<file path="config.mk">
export PLATFORM = sky130hd
export DESIGN_NAME = humidity_sensor_two_wire_master
export DESIGN_NICKNAME = d
export VERILOG_FILES = /design/src/rtl/core/hstw_pkg.sv /design/src/rtl/core/hstw_front.sv /design/src/rtl/core/hstw_seq.sv /design/src/rtl/core/humidity_sensor_two_wire_master.sv
export SDC_FILE = /design/constraint.sdc
export NUM_CORES = 1
export LEC_CHECK = 0
export BUFFER_PORTS_ARGS = -buffer_cell sky130_fd_sc_hd__buf_2
export CAP_MARGIN = 5
export CORE_ASPECT_RATIO = 0.5
export CORE_MARGIN = 2
export CORE_UTILIZATION = 54
export CTS_BUF_LIST = sky130_fd_sc_hd__clkbuf_4
export DETAILED_ROUTE_END_ITERATION = 6
export PLACE_DENSITY = 0.86
export SLEW_MARGIN = 10
export SYNTH_ARGS = -nofsm -noshare
export SYNTH_HDL_FRONTEND = slang
export SYNTH_HIERARCHICAL = 1
export SYNTH_SLANG_ARGS = --single-unit
</file>
<file path="constraint.sdc">
create_clock -name clk -period 3.79 [get_ports clk]
set_input_delay 0.758 -clock clk [delete_from_list [all_inputs] [get_ports clk]]
set_output_delay 0.758 -clock clk [all_outputs]
set_load 0.03 [all_outputs]
</file>
<file path="src/rtl/core/hstw_pkg.sv">
// ----------------------------------------------------------------------------
// hstw_pkg
// Types and constants shared by the two-wire humidity sensor master.
// ----------------------------------------------------------------------------
package hstw_pkg;

  typedef struct packed {
    logic [2:0] action;
    logic       data_line_in;
  } in_item_t;

  typedef struct packed {
    logic        clock_line;
    logic        data_drive_low;
    logic        busy_res;
    logic        done_res;
    logic [15:0] result_value;
    logic [1:0]  status_code;
  } out_item_t;

  localparam logic [3:0] PH_IDLE    = 4'd0;
  localparam logic [3:0] PH_START   = 4'd1;
  localparam logic [3:0] PH_WR_LO   = 4'd2;
  localparam logic [3:0] PH_WR_HI   = 4'd3;
  localparam logic [3:0] PH_WACK_LO = 4'd4;
  localparam logic [3:0] PH_WACK_HI = 4'd5;
  localparam logic [3:0] PH_POLL    = 4'd6;
  localparam logic [3:0] PH_RD_LO   = 4'd7;
  localparam logic [3:0] PH_RD_HI   = 4'd8;
  localparam logic [3:0] PH_RACK_LO = 4'd9;
  localparam logic [3:0] PH_RACK_HI = 4'd10;
  localparam logic [3:0] PH_RST_HI  = 4'd11;
  localparam logic [3:0] PH_RST_LO  = 4'd12;

  localparam logic [2:0] CMD_NONE    = 3'd0;
  localparam logic [2:0] CMD_TEMP    = 3'd1;
  localparam logic [2:0] CMD_HUMID   = 3'd2;
  localparam logic [2:0] CMD_STATUS  = 3'd3;
  localparam logic [2:0] CMD_SRESET  = 3'd4;
  localparam logic [2:0] CMD_TRAIL   = 3'd5;
  localparam logic [2:0] CMD_TRAIL_R = 3'd6;

  localparam logic [1:0] ST_OK      = 2'd0;
  localparam logic [1:0] ST_NO_ACK  = 2'd1;
  localparam logic [1:0] ST_TIMEOUT = 2'd2;
  localparam logic [1:0] ST_CRC     = 2'd3;

  localparam logic [7:0] CRC_POLY   = 8'h31;
  localparam logic [19:0] TIMEOUT_RESET = 20'd250000;

  function automatic logic [7:0] cmd_byte(input logic [2:0] c);
    case (c)
      CMD_TEMP:   cmd_byte = 8'h03;
      CMD_HUMID:  cmd_byte = 8'h05;
      CMD_STATUS: cmd_byte = 8'h07;
      default:    cmd_byte = 8'h1E;
    endcase
  endfunction

  function automatic logic [7:0] crc_byte(input logic [7:0] acc, input logic [7:0] b);
    logic [7:0] a;
    a = acc ^ b;
    for (int i = 0; i < 8; i++) begin
      a = a[7] ? ((a << 1) ^ CRC_POLY) : (a << 1);
    end
    crc_byte = a;
  endfunction

  function automatic logic [7:0] rev8(input logic [7:0] v);
    for (int i = 0; i < 8; i++) begin
      rev8[i] = v[7-i];
    end
  endfunction

endpackage

</file>
<file path="src/rtl/core/hstw_front.sv">
// ----------------------------------------------------------------------------
// hstw_front
// Accepts slot items, classifies the action and queues them for the sequencer.
// ----------------------------------------------------------------------------
module hstw_front (
  input  logic               clk,
  input  logic               rst_n,
  input  logic               in_valid,
  output logic               in_ready,
  input  hstw_pkg::in_item_t in_data,
  output logic               q_valid,
  input  logic               q_ready,
  output hstw_pkg::in_item_t q_data
);
  hstw_pkg::in_item_t buf_r [2];
  logic       wp_r, rp_r;
  logic [1:0] cnt_r;
  hstw_pkg::in_item_t cls;

  always_comb begin
    cls = in_data;
    if (in_data.action > hstw_pkg::CMD_SRESET) cls.action = hstw_pkg::CMD_NONE;
  end

  assign in_ready = (cnt_r != 2'd2);
  assign q_valid  = (cnt_r != 2'd0);
  assign q_data   = buf_r[rp_r];

  always_ff @(posedge clk) begin
    if (in_valid && in_ready) buf_r[wp_r] <= cls;
    if (!rst_n) begin
      wp_r <= 1'b0;
      rp_r <= 1'b0;
      cnt_r <= 2'd0;
    end else begin
      if (in_valid && in_ready) wp_r <= ~wp_r;
      if (q_valid && q_ready) rp_r <= ~rp_r;
      cnt_r <= cnt_r + 2'((in_valid && in_ready) ? 1 : 0) - 2'((q_valid && q_ready) ? 1 : 0);
    end
  end
endmodule

</file>
<file path="src/rtl/core/hstw_seq.sv">
// ----------------------------------------------------------------------------
// hstw_seq
// Slot sequencer: one queued item per cycle unless stalled; registered result.
// ----------------------------------------------------------------------------
module hstw_seq #(
  parameter int WAIT_COUNTER_BITS = 20
) (
  input  logic                clk,
  input  logic                rst_n,
  input  logic [19:0]         timeout_limit,
  input  logic                q_valid,
  output logic                q_ready,
  input  hstw_pkg::in_item_t  q_data,
  output logic                out_valid,
  input  logic                out_ready,
  output hstw_pkg::out_item_t out_data
);
  localparam logic [WAIT_COUNTER_BITS-1:0] WMASK = '1;
  localparam int CW = (WAIT_COUNTER_BITS + 1 > 20) ? WAIT_COUNTER_BITS + 1 : 20;

  logic [3:0] ph_r, ph_nxt;
  logic [2:0] cmd_r, cmd_nxt;
  logic [3:0] bc_r, bc_nxt;
  logic [7:0] sh_r, sh_nxt, hi_r, hi_nxt, crc_r, crc_nxt;
  logic [WAIT_COUNTER_BITS-1:0] wc_r, wc_nxt;
  logic [1:0] perr_r, perr_nxt;
  logic       ov_r;
  hstw_pkg::out_item_t od_r, o;

  logic [3:0] ph;
  logic [3:0] bc, k;
  logic [2:0] pos;
  logic       din, step, wbit, second, ack;
  logic [WAIT_COUNTER_BITS:0] n;
  logic [CW-1:0] n_cmp, tl_cmp;
  logic [7:0] wbyte;

  assign q_ready   = !ov_r || out_ready;
  assign step      = q_valid && q_ready;
  assign out_valid = ov_r;
  assign out_data  = od_r;
  assign din       = q_data.data_line_in;

  always_comb begin
    ph = ph_r; bc = bc_r;
    ph_nxt = ph_r; cmd_nxt = cmd_r; bc_nxt = bc_r; sh_nxt = sh_r; hi_nxt = hi_r;
    crc_nxt = crc_r; wc_nxt = wc_r; perr_nxt = perr_r;
    o = '0;
    k = 4'd0; pos = 3'd0; wbit = 1'b0; second = 1'b0; ack = 1'b0; n = '0;
    n_cmp = '0; tl_cmp = '0; wbyte = 8'd0;
    if (ph_r == hstw_pkg::PH_IDLE && q_data.action != hstw_pkg::CMD_NONE) begin
      cmd_nxt = q_data.action; perr_nxt = 2'd0; ph = hstw_pkg::PH_START;
      bc = 4'd0; bc_nxt = 4'd0;
    end
    o.busy_res = (ph != hstw_pkg::PH_IDLE);
    ph_nxt = ph;
    case (ph)
      hstw_pkg::PH_START: begin
        k = (bc < 4'd6) ? bc : 4'd5;
        case (k)
          4'd0: begin o.clock_line = 1'b0; o.data_drive_low = 1'b0; end
          4'd1: begin o.clock_line = 1'b1; o.data_drive_low = 1'b0; end
          4'd2: begin o.clock_line = 1'b1; o.data_drive_low = 1'b1; end
          4'd3: begin o.clock_line = 1'b0; o.data_drive_low = 1'b1; end
          4'd4: begin o.clock_line = 1'b1; o.data_drive_low = 1'b1; end
          default: begin o.clock_line = 1'b1; o.data_drive_low = 1'b0; end
        endcase
        if (k == 4'd5) begin
          if (cmd_nxt == hstw_pkg::CMD_TRAIL_R) begin
            o.done_res = 1'b1; o.result_value = {hi_r, sh_r}; ph_nxt = hstw_pkg::PH_IDLE;
          end else if (perr_nxt != hstw_pkg::ST_OK) begin
            o.done_res = 1'b1; o.status_code = perr_nxt; ph_nxt = hstw_pkg::PH_IDLE;
          end else begin
            ph_nxt = hstw_pkg::PH_WR_LO;
          end
          bc_nxt = 4'd0;
        end else begin
          bc_nxt = k + 4'd1;
        end
      end
      hstw_pkg::PH_WR_LO, hstw_pkg::PH_WR_HI: begin
        pos = bc[2:0];
        wbyte = hstw_pkg::cmd_byte(cmd_nxt);
        wbit = wbyte[3'd7 - pos];
        o.data_drive_low = !wbit;
        if (ph == hstw_pkg::PH_WR_LO) ph_nxt = hstw_pkg::PH_WR_HI;
        else begin
          o.clock_line = 1'b1;
          if (pos == 3'd7) begin ph_nxt = hstw_pkg::PH_WACK_LO; bc_nxt = 4'd0; end
          else begin ph_nxt = hstw_pkg::PH_WR_LO; bc_nxt = {1'b0, pos} + 4'd1; end
        end
      end
      hstw_pkg::PH_WACK_LO: ph_nxt = hstw_pkg::PH_WACK_HI;
      hstw_pkg::PH_WACK_HI: begin
        o.clock_line = 1'b1;
        if (din) begin
          ph_nxt = hstw_pkg::PH_RST_HI; bc_nxt = 4'd0;
          if (cmd_r == hstw_pkg::CMD_TRAIL) begin
            cmd_nxt = hstw_pkg::CMD_TRAIL_R; perr_nxt = hstw_pkg::ST_OK;
          end else perr_nxt = hstw_pkg::ST_NO_ACK;
        end else if (cmd_r == hstw_pkg::CMD_TEMP || cmd_r == hstw_pkg::CMD_HUMID) begin
          ph_nxt = hstw_pkg::PH_POLL; wc_nxt = '0;
        end else if (cmd_r == hstw_pkg::CMD_STATUS) begin
          ph_nxt = hstw_pkg::PH_RD_LO; bc_nxt = 4'd0;
          crc_nxt = hstw_pkg::crc_byte(8'd0, 8'h07);
        end else begin
          o.done_res = 1'b1;
          if (cmd_r == hstw_pkg::CMD_TRAIL) o.result_value = {hi_r, sh_r};
          ph_nxt = hstw_pkg::PH_IDLE;
        end
      end
      hstw_pkg::PH_POLL: begin
        if (!din) begin ph_nxt = hstw_pkg::PH_RD_LO; bc_nxt = 4'd0; end
        else begin
          n = {1'b0, wc_r} + 1'b1;
          n_cmp = CW'(n);
          tl_cmp = CW'(timeout_limit);
          if (n_cmp >= tl_cmp || n >= {1'b0, WMASK}) begin
            ph_nxt = hstw_pkg::PH_RST_HI; bc_nxt = 4'd0; perr_nxt = hstw_pkg::ST_TIMEOUT;
          end else wc_nxt = n[WAIT_COUNTER_BITS-1:0];
        end
      end
      hstw_pkg::PH_RD_LO: ph_nxt = hstw_pkg::PH_RD_HI;
      hstw_pkg::PH_RD_HI: begin
        o.clock_line = 1'b1;
        sh_nxt = {sh_r[6:0], din};
        if (bc[2:0] == 3'd7) ph_nxt = hstw_pkg::PH_RACK_LO;
        else begin ph_nxt = hstw_pkg::PH_RD_LO; bc_nxt = bc + 4'd1; end
      end
      hstw_pkg::PH_RACK_LO, hstw_pkg::PH_RACK_HI: begin
        second = bc[3];
        ack = !(cmd_r == hstw_pkg::CMD_STATUS && second);
        o.data_drive_low = ack;
        if (ph == hstw_pkg::PH_RACK_LO) ph_nxt = hstw_pkg::PH_RACK_HI;
        else begin
          o.clock_line = 1'b1;
          if (!second) begin
            hi_nxt = sh_r;
            if (cmd_r == hstw_pkg::CMD_STATUS) crc_nxt = hstw_pkg::crc_byte(crc_r, sh_r);
            bc_nxt = 4'd8; ph_nxt = hstw_pkg::PH_RD_LO;
          end else if (cmd_r == hstw_pkg::CMD_STATUS) begin
            if (crc_r == hstw_pkg::rev8(sh_r)) begin
              o.done_res = 1'b1; o.result_value = {8'd0, hi_r}; ph_nxt = hstw_pkg::PH_IDLE;
            end else begin
              ph_nxt = hstw_pkg::PH_RST_HI; bc_nxt = 4'd0; perr_nxt = hstw_pkg::ST_CRC;
            end
          end else begin
            cmd_nxt = hstw_pkg::CMD_TRAIL; ph_nxt = hstw_pkg::PH_START; bc_nxt = 4'd0;
          end
        end
      end
      hstw_pkg::PH_RST_HI: begin o.clock_line = 1'b1; ph_nxt = hstw_pkg::PH_RST_LO; end
      hstw_pkg::PH_RST_LO: begin
        if (bc >= 4'd8) begin ph_nxt = hstw_pkg::PH_START; bc_nxt = 4'd0; end
        else begin ph_nxt = hstw_pkg::PH_RST_HI; bc_nxt = bc + 4'd1; end
      end
      default: begin ph_nxt = hstw_pkg::PH_IDLE; o.busy_res = 1'b0; end
    endcase
  end

  always_ff @(posedge clk) begin
    if (step) od_r <= o;
    if (!rst_n) begin
      ph_r <= hstw_pkg::PH_IDLE; cmd_r <= 3'd0; bc_r <= 4'd0; sh_r <= 8'd0;
      hi_r <= 8'd0; wc_r <= '0; crc_r <= 8'd0; perr_r <= 2'd0; ov_r <= 1'b0;
    end else begin
      if (step) begin
        ph_r <= ph_nxt; cmd_r <= cmd_nxt; bc_r <= bc_nxt; sh_r <= sh_nxt;
        hi_r <= hi_nxt; wc_r <= wc_nxt; crc_r <= crc_nxt; perr_r <= perr_nxt;
        ov_r <= 1'b1;
      end else if (out_ready) ov_r <= 1'b0;
    end
  end
endmodule

</file>
<file path="src/rtl/core/humidity_sensor_two_wire_master.sv">
// ----------------------------------------------------------------------------
// humidity_sensor_two_wire_master
// Slot-level master for a two-wire humidity/temperature sensor.
// ----------------------------------------------------------------------------
// Path: an accepted slot item passes the queue, then the output reg, before its result appears.
// Throughput: one item per cycle while out_ready does not stall the output; the sequencer advances one slot per item.
// Reset: synchronous active-low rst_n; sequencer idle, queue empty, timeout 250000.
module humidity_sensor_two_wire_master #(
  parameter int WAIT_COUNTER_BITS = 20
) (
  input  logic                clk,
  input  logic                rst_n,
  input  logic                in_valid,
  output logic                in_ready,
  input  hstw_pkg::in_item_t  in_data,
  output logic                out_valid,
  input  logic                out_ready,
  output hstw_pkg::out_item_t out_data,
  input  logic                cfg_we,
  input  logic [19:0]         cfg_wdata
);
  logic [19:0] tl_r;
  logic q_valid, q_ready;
  hstw_pkg::in_item_t q_data;

  always_ff @(posedge clk) begin
    if (!rst_n) tl_r <= hstw_pkg::TIMEOUT_RESET;
    else if (cfg_we) tl_r <= cfg_wdata;
  end

  hstw_front u_front (
    .clk, .rst_n, .in_valid, .in_ready, .in_data,
    .q_valid, .q_ready, .q_data
  );

  hstw_seq #(.WAIT_COUNTER_BITS(WAIT_COUNTER_BITS)) u_seq (
    .clk, .rst_n, .timeout_limit(tl_r), .q_valid, .q_ready, .q_data,
    .out_valid, .out_ready, .out_data
  );
endmodule

</file>
## Yosys cells after proc, flatten, opt, wreduce, memory -nomap -nowiden

Memory sizes are Yosys's and may differ from the RTL's. A register that Yosys moved wholly into a read port is not among the register bits.
Index checks and enable logic that the tools add are counted.

- Memories: 1
- Bits of input ports: 29
- Memory bits (read-only): 0
- Latch bits: 0
- Output and inout bits: 24
- Register bits after elaboration: 104
- Logic and storage cells: 219
- Memory bits (writable): 8

Memory list:

| name | words | bits a word | read ports | clocked after Yosys merged registers in | write ports | line | text |
|---|---|---|---|---|---|---|---|
| u_front.buf_r | 2 | 4 | 1 | 1 | 1 | hstw_front.sv:15 | `hstw_pkg::in_item_t buf_r [2];` |

- Bitwise operators: 16
- Multiply operators: 0
- $add $sub $neg: 7
- Magnitude comparators: 6
- Reductions and logical operators: 29
- Div/mod/pow operators: 0
- Eq/ne operators: 36
- Mux-type cells: 105
- Shift operators: 0

Operators with widths:

| kind | number |
|---|---|
| 2-to-1 mux 4 bit | 30 |
| 2-to-1 mux 17 bit | 7 |
| 2-to-1 mux 20 bit | 4 |
| 2-to-1 mux 8 bit | 7 |
| one-hot mux 17 bit (3 select lines) | 1 |
| 2-to-1 mux 6 bit | 8 |
| one-hot mux 20 bit (2 select lines) | 1 |
| one-hot mux 4 bit (10 select lines) | 1 |
| 2-to-1 mux 16 bit | 2 |
| one-hot mux 4 bit (7 select lines) | 1 |
| 2-to-1 mux 3 bit | 9 |
| == test 4 x 3 -> 1 bit, second input constant | 6 |
| inverter 3 bit | 8 |
| 2-to-1 mux 2 bit | 11 |
| adder 20 x 1 -> 21 bit, second input constant | 1 |
| >= comparator 21 x 20 -> 1 bit | 1 |
| >= comparator 21 x 20 -> 1 bit, second input constant | 1 |
| == test 4 bit, second input constant | 5 |
| 2-to-1 mux 19 bit | 1 |
| == test 4 x 2 -> 1 bit, second input constant | 4 |
| one-hot mux 8 bit (2 select lines) | 1 |
| one-hot mux 5 bit (3 select lines) | 1 |
| 2-to-1 mux 1 bit | 14 |
| == test 3 x 2 -> 1 bit, second input constant | 4 |
| 37 further kinds | 70 |

## Longest topological paths before layout

- Word-level depth: 21
- Mapped depth: 18

## Modules after synthesis

The synthesis kept the hierarchy.

Modules (own cells, without submodules):

| module | area each (µm²) | seq. area each (µm²) | times used | cells an instance |
|---|---|---|---|---|
| hstw_seq | 5811.8 | 1821.7 | 1 | 715 |
| humidity_sensor_two_wire_master | 738.2 | 400.4 | 1 | 64 |
| hstw_front | 568.0 | 340.3 | 1 | 44 |

## Least setup slack after synthesis

OpenSTA, ideal clock, no wires.

- Kind: register to register
- Start: reg u_seq.wc_r[1]
- End: reg u_seq.wc_r[8]
- Required time: 3.720 ns
- Data arrival time: 3.492 ns
- Stages on the path, launching flop included: 18
- Slack: 0.228 ns
- Path through: dfxtp_1 > ha_1 > clkbuf_1 > nand4_1 > or3_1 > buf_6 > nor2_1 > nand2_1 > xnor2_1 > ha_1 > a21o_1 > a21oi_1 > o311a_1 > and4_1 > buf_2 > buf_2 > nand4b_1 > a21oi_1

- Cells in the longest elaborated chain, start to end: 5
- Elaborated cells between the ends (all ways): 9
- Classes of those cells: add/sub (1); order compare (2); eq/ne (1); mux (3); reduce/logical (2)

Ends and longest elaborated chain:

| what | line | text |
|---|---|---|
| start, declared | hstw_seq.sv:25 | `logic [WAIT_COUNTER_BITS-1:0] wc_r, wc_nxt;` |
| start signal, assigned | hstw_seq.sv:169 | `hi_r <= hi_nxt; wc_r <= wc_nxt; crc_r <= crc_nxt; perr_r <= perr_nxt;` |
| adder 20 x 1 -> 21 bit * | hstw_seq.sv:115 | `n = {1'b0, wc_r} + 1'b1;` |
| >= comparator 21 x 20 -> 1 bit | hstw_seq.sv:118 | `if (n_cmp >= tl_cmp \|\| n >= {1'b0, WMASK}) begin` |
| logical OR 1 bit | hstw_seq.sv:118 |  |
| != test 2 bit (no source line) | -- |  |
| AND reduction 6 bit (no source line) | -- |  |

Every way passes the cells marked *; elsewhere a longest branch is shown, timed or not. The select of a mux whose other input is x is not followed.
A chain may end at the register's enable or synchronous reset.

## Worst setup path after layout

- Start: reg u_seq.wc_r[11]
- End: reg u_seq.wc_r[2]

- Cells in the longest elaborated chain, start to end: 5
- Elaborated cells between the ends (all ways): 6
- Classes of those cells: add/sub (1); order compare (2); eq/ne (1); reduce/logical (2)

Ends and longest elaborated chain:

| what | line |
|---|---|
| adder 20 x 1 -> 21 bit * | hstw_seq.sv:115 |
| >= comparator 21 x 20 -> 1 bit | hstw_seq.sv:118 |
| logical OR 1 bit * | hstw_seq.sv:118 |
| != test 2 bit (no source line) * | -- |
| AND reduction 6 bit (no source line) * | -- |

Every way passes the cells marked *; elsewhere a longest branch is shown, timed or not.

==> summary.txt <==
Status
  – Outcome: complete, no violations

Synthesis
  – Total of flip-flops plus latches after synthesis: ~110
  – Leading register cell type out of synthesis: dfxtp_1
  – Mux cell area share after synthesis: 6.42%
  – Sequential share of the synthesized area: 36.0%
  – Largest cells by area after synthesis: dfxtp_1, edfxtp_1, mux2i_1, ha_1, xnor2_1
  – Syn avg cell area: just under 9 µm²
  – Top cells by count, synth: dfxtp_1, nor2_1, nand2_1, a21oi_1, clkbuf_1
  – Library cell with the highest instance count after synthesis: dfxtp_1
  – Post-synth cell types: about 70
  – Share of the synthesized area in compound gates (AO/OA/AOI/OAI): roughly 18%
  – Total of warnings raised by yosys: 6
  – Cell type contributing the most total cell area after synthesis: dfxtp_1
  – Adder and majority gate portion of the synthesized area: 5.06%
  – Main combinational cell family by area after synthesis: simple AND/OR/NAND/NOR gates
  – Number of enable flip-flop cells after synthesis: 30
  – Synthesized-area fraction occupied by xor and xnor cells: a little over 6%
  – Instance count of the mapped netlist: approximately 820
  – Simple-Gate Fraction of Synth Area: approximately 22%
  – Proportion of netlist area held by the largest area contributor: around a quarter
  – Async set-reset flop share out of synthesis: 0%
  – Post-Synthesis Net Count: between 800 and 900
  – Cell area after synthesis: a little over 7000 µm²

GRT
  – First-pass GRT wire length: between 20000 and 30000 µm
  – Overall global routing resource usage: around a quarter
  – Number of antenna violations at the first check in global routing: 0
  – Number of global-route vias before repair: roughly 6000
  – GRT overflow: 0
  – Maximum number of pins on one net before global-route repair: 38

STA
  – Post-Route Setup TNS: 0 ns
  – Max Clock Freq: 0.287 GHz
  – Setup repair after global routing missed its margin: no
  – Setup violations, final: 0
  – Final worst path period share: 91.9%
  – Fin. max-slew vios: 0
  – Worst hold slack across all endpoints: around 0.44 ns
  – Final worst slack: between 0.3 and 0.4 ns
  – Final count of hold timing violations: 0
  – Normalized max-slew margin: 43.1%
  – Least-Margin Pin Slew: roughly 0.85 ns
  – Minimum clock period after layout: 3.48 ns
  – Layout Skew: ~0.024 ns

Cells and area
  – Synth-to-layout area growth: 10.7%
  – # nets final: between 900 and 1000
  – Fill count: between 1000 and 1500
  – Diode insertion count for antenna repair: 0
  – Fraction of layout cells with a size suffix above 1: between 15 and 20%
  – Post-layout instance area: just under 8000 µm²

Detailed routing
  – Avg WL per Cell: between 15 and 20 µm
  – Wire length reported by the detailed router: 17700 µm
  – Antenna Violating Nets Remaining: 0
  – Detail-routed via count per cell: between 6 and 7
  – Routed vias: roughly 6500
  – DR pass1 iterations: 5
  – Initial drt markers: between 800 and 900
  – Total DRC errors in the routed layout: 0

Pwr
  – Leakage dissipation: approximately 3.2 nW
  – Net switching power: around 1.6 mW
  – Clock power frac: a little under a quarter
  – Flop pwr share: ~41%
  – Internal Pwr Total: 2.24 mW
  – Power density relative to cell area: 481 nW/µm²
  – Maximum vdd drop: between 0.3 and 0.4 mV
  – Net Sw Frac: between 40% and 50%
  – Total power of the final layout: 3.79 mW
  – Portion of total power attributed to combinational logic: 35.9%

Worst hold path
  – Classification of the worst-slack hold path: in -> reg

Critical path
  – Flop2flop setup slack: about 0.31 ns
  – Source of the worst register-to-register timing path: u_seq/wc_r[11]
  – Critical Path AT: a little under 4 ns
  – Critical Path End Type: register
  – Kind of start point of the critical path: register
  – Start point of the critical path: u_seq/wc_r[11]
  – Worst flop-to-flop path endpoint: u_seq/wc_r[2]
  – Worst Reg-to-Reg Cells: 13
  – Destination of the critical timing path: u_seq/wc_r[2]
  – Worst Path Required: 4.20 ns
  – Maximum net fanout on the critical path: 6
  – Type of the worst setup path: reg -> reg

Placement
  – Routability-driven placement congestion ratio: roughly 0.96
  – # port buffers: 52
  – Post-place setup slack: between 0.2 and 0.25 ns
  – Post-detailed-placement half-perimeter wirelength: around 13000 µm
  – Dpl cell area: roughly 7600 µm²

CTS
  – Clk Latency, worst-skew pair: ~0.52 ns
  – Clock transition time at the flip-flop clock pins of the worst setup and hold paths: ~0.12 ns
  – CTS tree: yes
  – Number of buffers created by CTS: 17
  – Root Buffer: clkbuf_4
  – Clock Sinks: around 110
  – Maximum level of the CTS H-tree: 4
  – CTS max path bufs: 2

Floorplan
  – Horizontal die dimension: 166 µm
  – Row cnt: 29
  – Starting density of the core: a little under three fifths
  – Count of pins on the block boundary: 53
  – Placeable core region: about 13000 µm²
  – Area of the die: 14200 µm²
  – DIE HEIGHT: approximately 85 µm

Job
  – Max cap viols: 0
==> placed cells by master, fill, tap and decap left out, types with 7 or more instances in the layout <==
master | Yosys | final
nand3_1 | 36 | 36
nand2_1 | 61 | 61
mux2i_1 | 40 | 40
buf_4 | 0 | 39
o211ai_1 | 14 | 14
xor2_1 | 10 | 10
clkbuf_4 | 0 | 17
nor3_1 | 16 | 16
a21oi_1 | 49 | 49
xnor2_1 | 40 | 40
buf_2 | 12 | 52
inv_1 | 32 | 32
edfxtp_1 | 30 | 30
a41oi_2 | 9 | 9
and3_1 | 8 | 8
a22o_1 | 10 | 10
nand4_1 | 13 | 13
and2_1 | 16 | 16
ha_1 | 28 | 28
o21ai_0 | 35 | 35
nor2b_1 | 23 | 23
a31oi_1 | 11 | 11
or3_1 | 7 | 7
nand2b_1 | 13 | 13
nor2_1 | 68 | 68
o21ai_1 | 13 | 13
dfxtp_1 | 83 | 79
==> metal layers <==
metal	part of all wire [%]	vias to the layer above	global-route usage [%]
met2	47	337	42.2
met3	8.1	37	5.55
met5	0	-	0
li1	-	3066	-
met1	42	3064	32.5
met4	2.4	0	10.3
==> how the worst min path moves through the flow <==
stage / startpoint / endpoint / slack [ns] / cells past startpoint
after floorplan: tl_r[12] / tl_r[12] / 0.44 / 2
after global placement: tl_r[15] / tl_r[15] / 0.46 / 2
after detailed placement: tl_r[4] / tl_r[4] / 0.47 / 2
after CTS: in_data[0] / u_front/buf_r[0][0] / 0.40 / 1
after global routing: in_data[0] / u_front/buf_r[1][0] / 0.39 / 1
final: in_data[0] / u_front/buf_r[1][0] / 0.44 / 1
==> power groups by stage <==
stage / combinational [mW] / sequential (mW) / clock [mW]
floorplan: 0.773 / 1.74 / 0
global placement: 1.31 / 1.58 / 0
detailed placement: 1.33 / 1.59 / 0
CTS: 1.33 / 1.57 / 0.875
global route: 1.46 / 1.59 / 0.926
finish: 1.36 / 1.57 / 0.862
==> kinds of logic (layout without fill, tap and decap cells) <==
logic type	after synthesis	count (layout)
AO/OA/AOI/OAI	189	189
XOR/XNOR	50	50
adder cells (fa/ha/maj)	29	29
buffers and inverters	97	158
flip-flops	113	113
multiplexers	45	45
AND/OR/NAND/NOR	300	300
==> worst max-delay path, stage by stage, from the launching register on <==
cell and delay (ns):
dfxtp_1 0.48, nand3_1 0.15, buf_4 0.17, or4_4 0.56
nor2_1 0.21, xor2_1 0.10, ha_1 0.30, nand3_1 0.11
nor3_1 0.26, o211ai_1 0.25, and4_1 0.27, buf_4 0.17
and4b_1 0.20, o21a_1 0.16
==> metrics by stage <==
step / util [%] / instances
after floorplan: - / 823
after global placement: 59.5 / 1021
after detailed placement: 59.5 / 1021
after CTS: 61.5 / 1053
after global routing: 61.7 / 1054
final: 61.7 / 1054
==> sequential cells by signal, indices dropped and copies added, names as in the netlist, 8 cells and up, named ones only <==
register / cells
u_seq/sh_r: 8
u_seq/hi_r: 8
tl_r: 20
u_front/buf_r: 8
u_seq/crc_r: 8
u_seq/wc_r: 20
u_seq/out_data: 22
==> area by class of cell <==
class / instances / area [µm²] / share of cell area, %
Multi-Input combinational cell: 613 / 4150 / 52.7
Sequential cell: 113 / 2570 / 32.6
Timing Repair Buffer: 91 / 553 / 7.02
Tap cell: 170 / 213 / 2.70
Clock inverter: 15 / 135 / 1.72
Inverter: 35 / 131 / 1.67
Clock buffer: 17 / 128 / 1.62
==> timing repair <==
item                                    in CTS  in global routing
endpoints found under the setup margin       0                 22
endpoints found under the hold margin        0                  0
setup buffers                                0                  1
hold buffers                                 0                  0
gates resized for setup                      0                  5
Note: power is estimated with default switching activity, not from simulation.
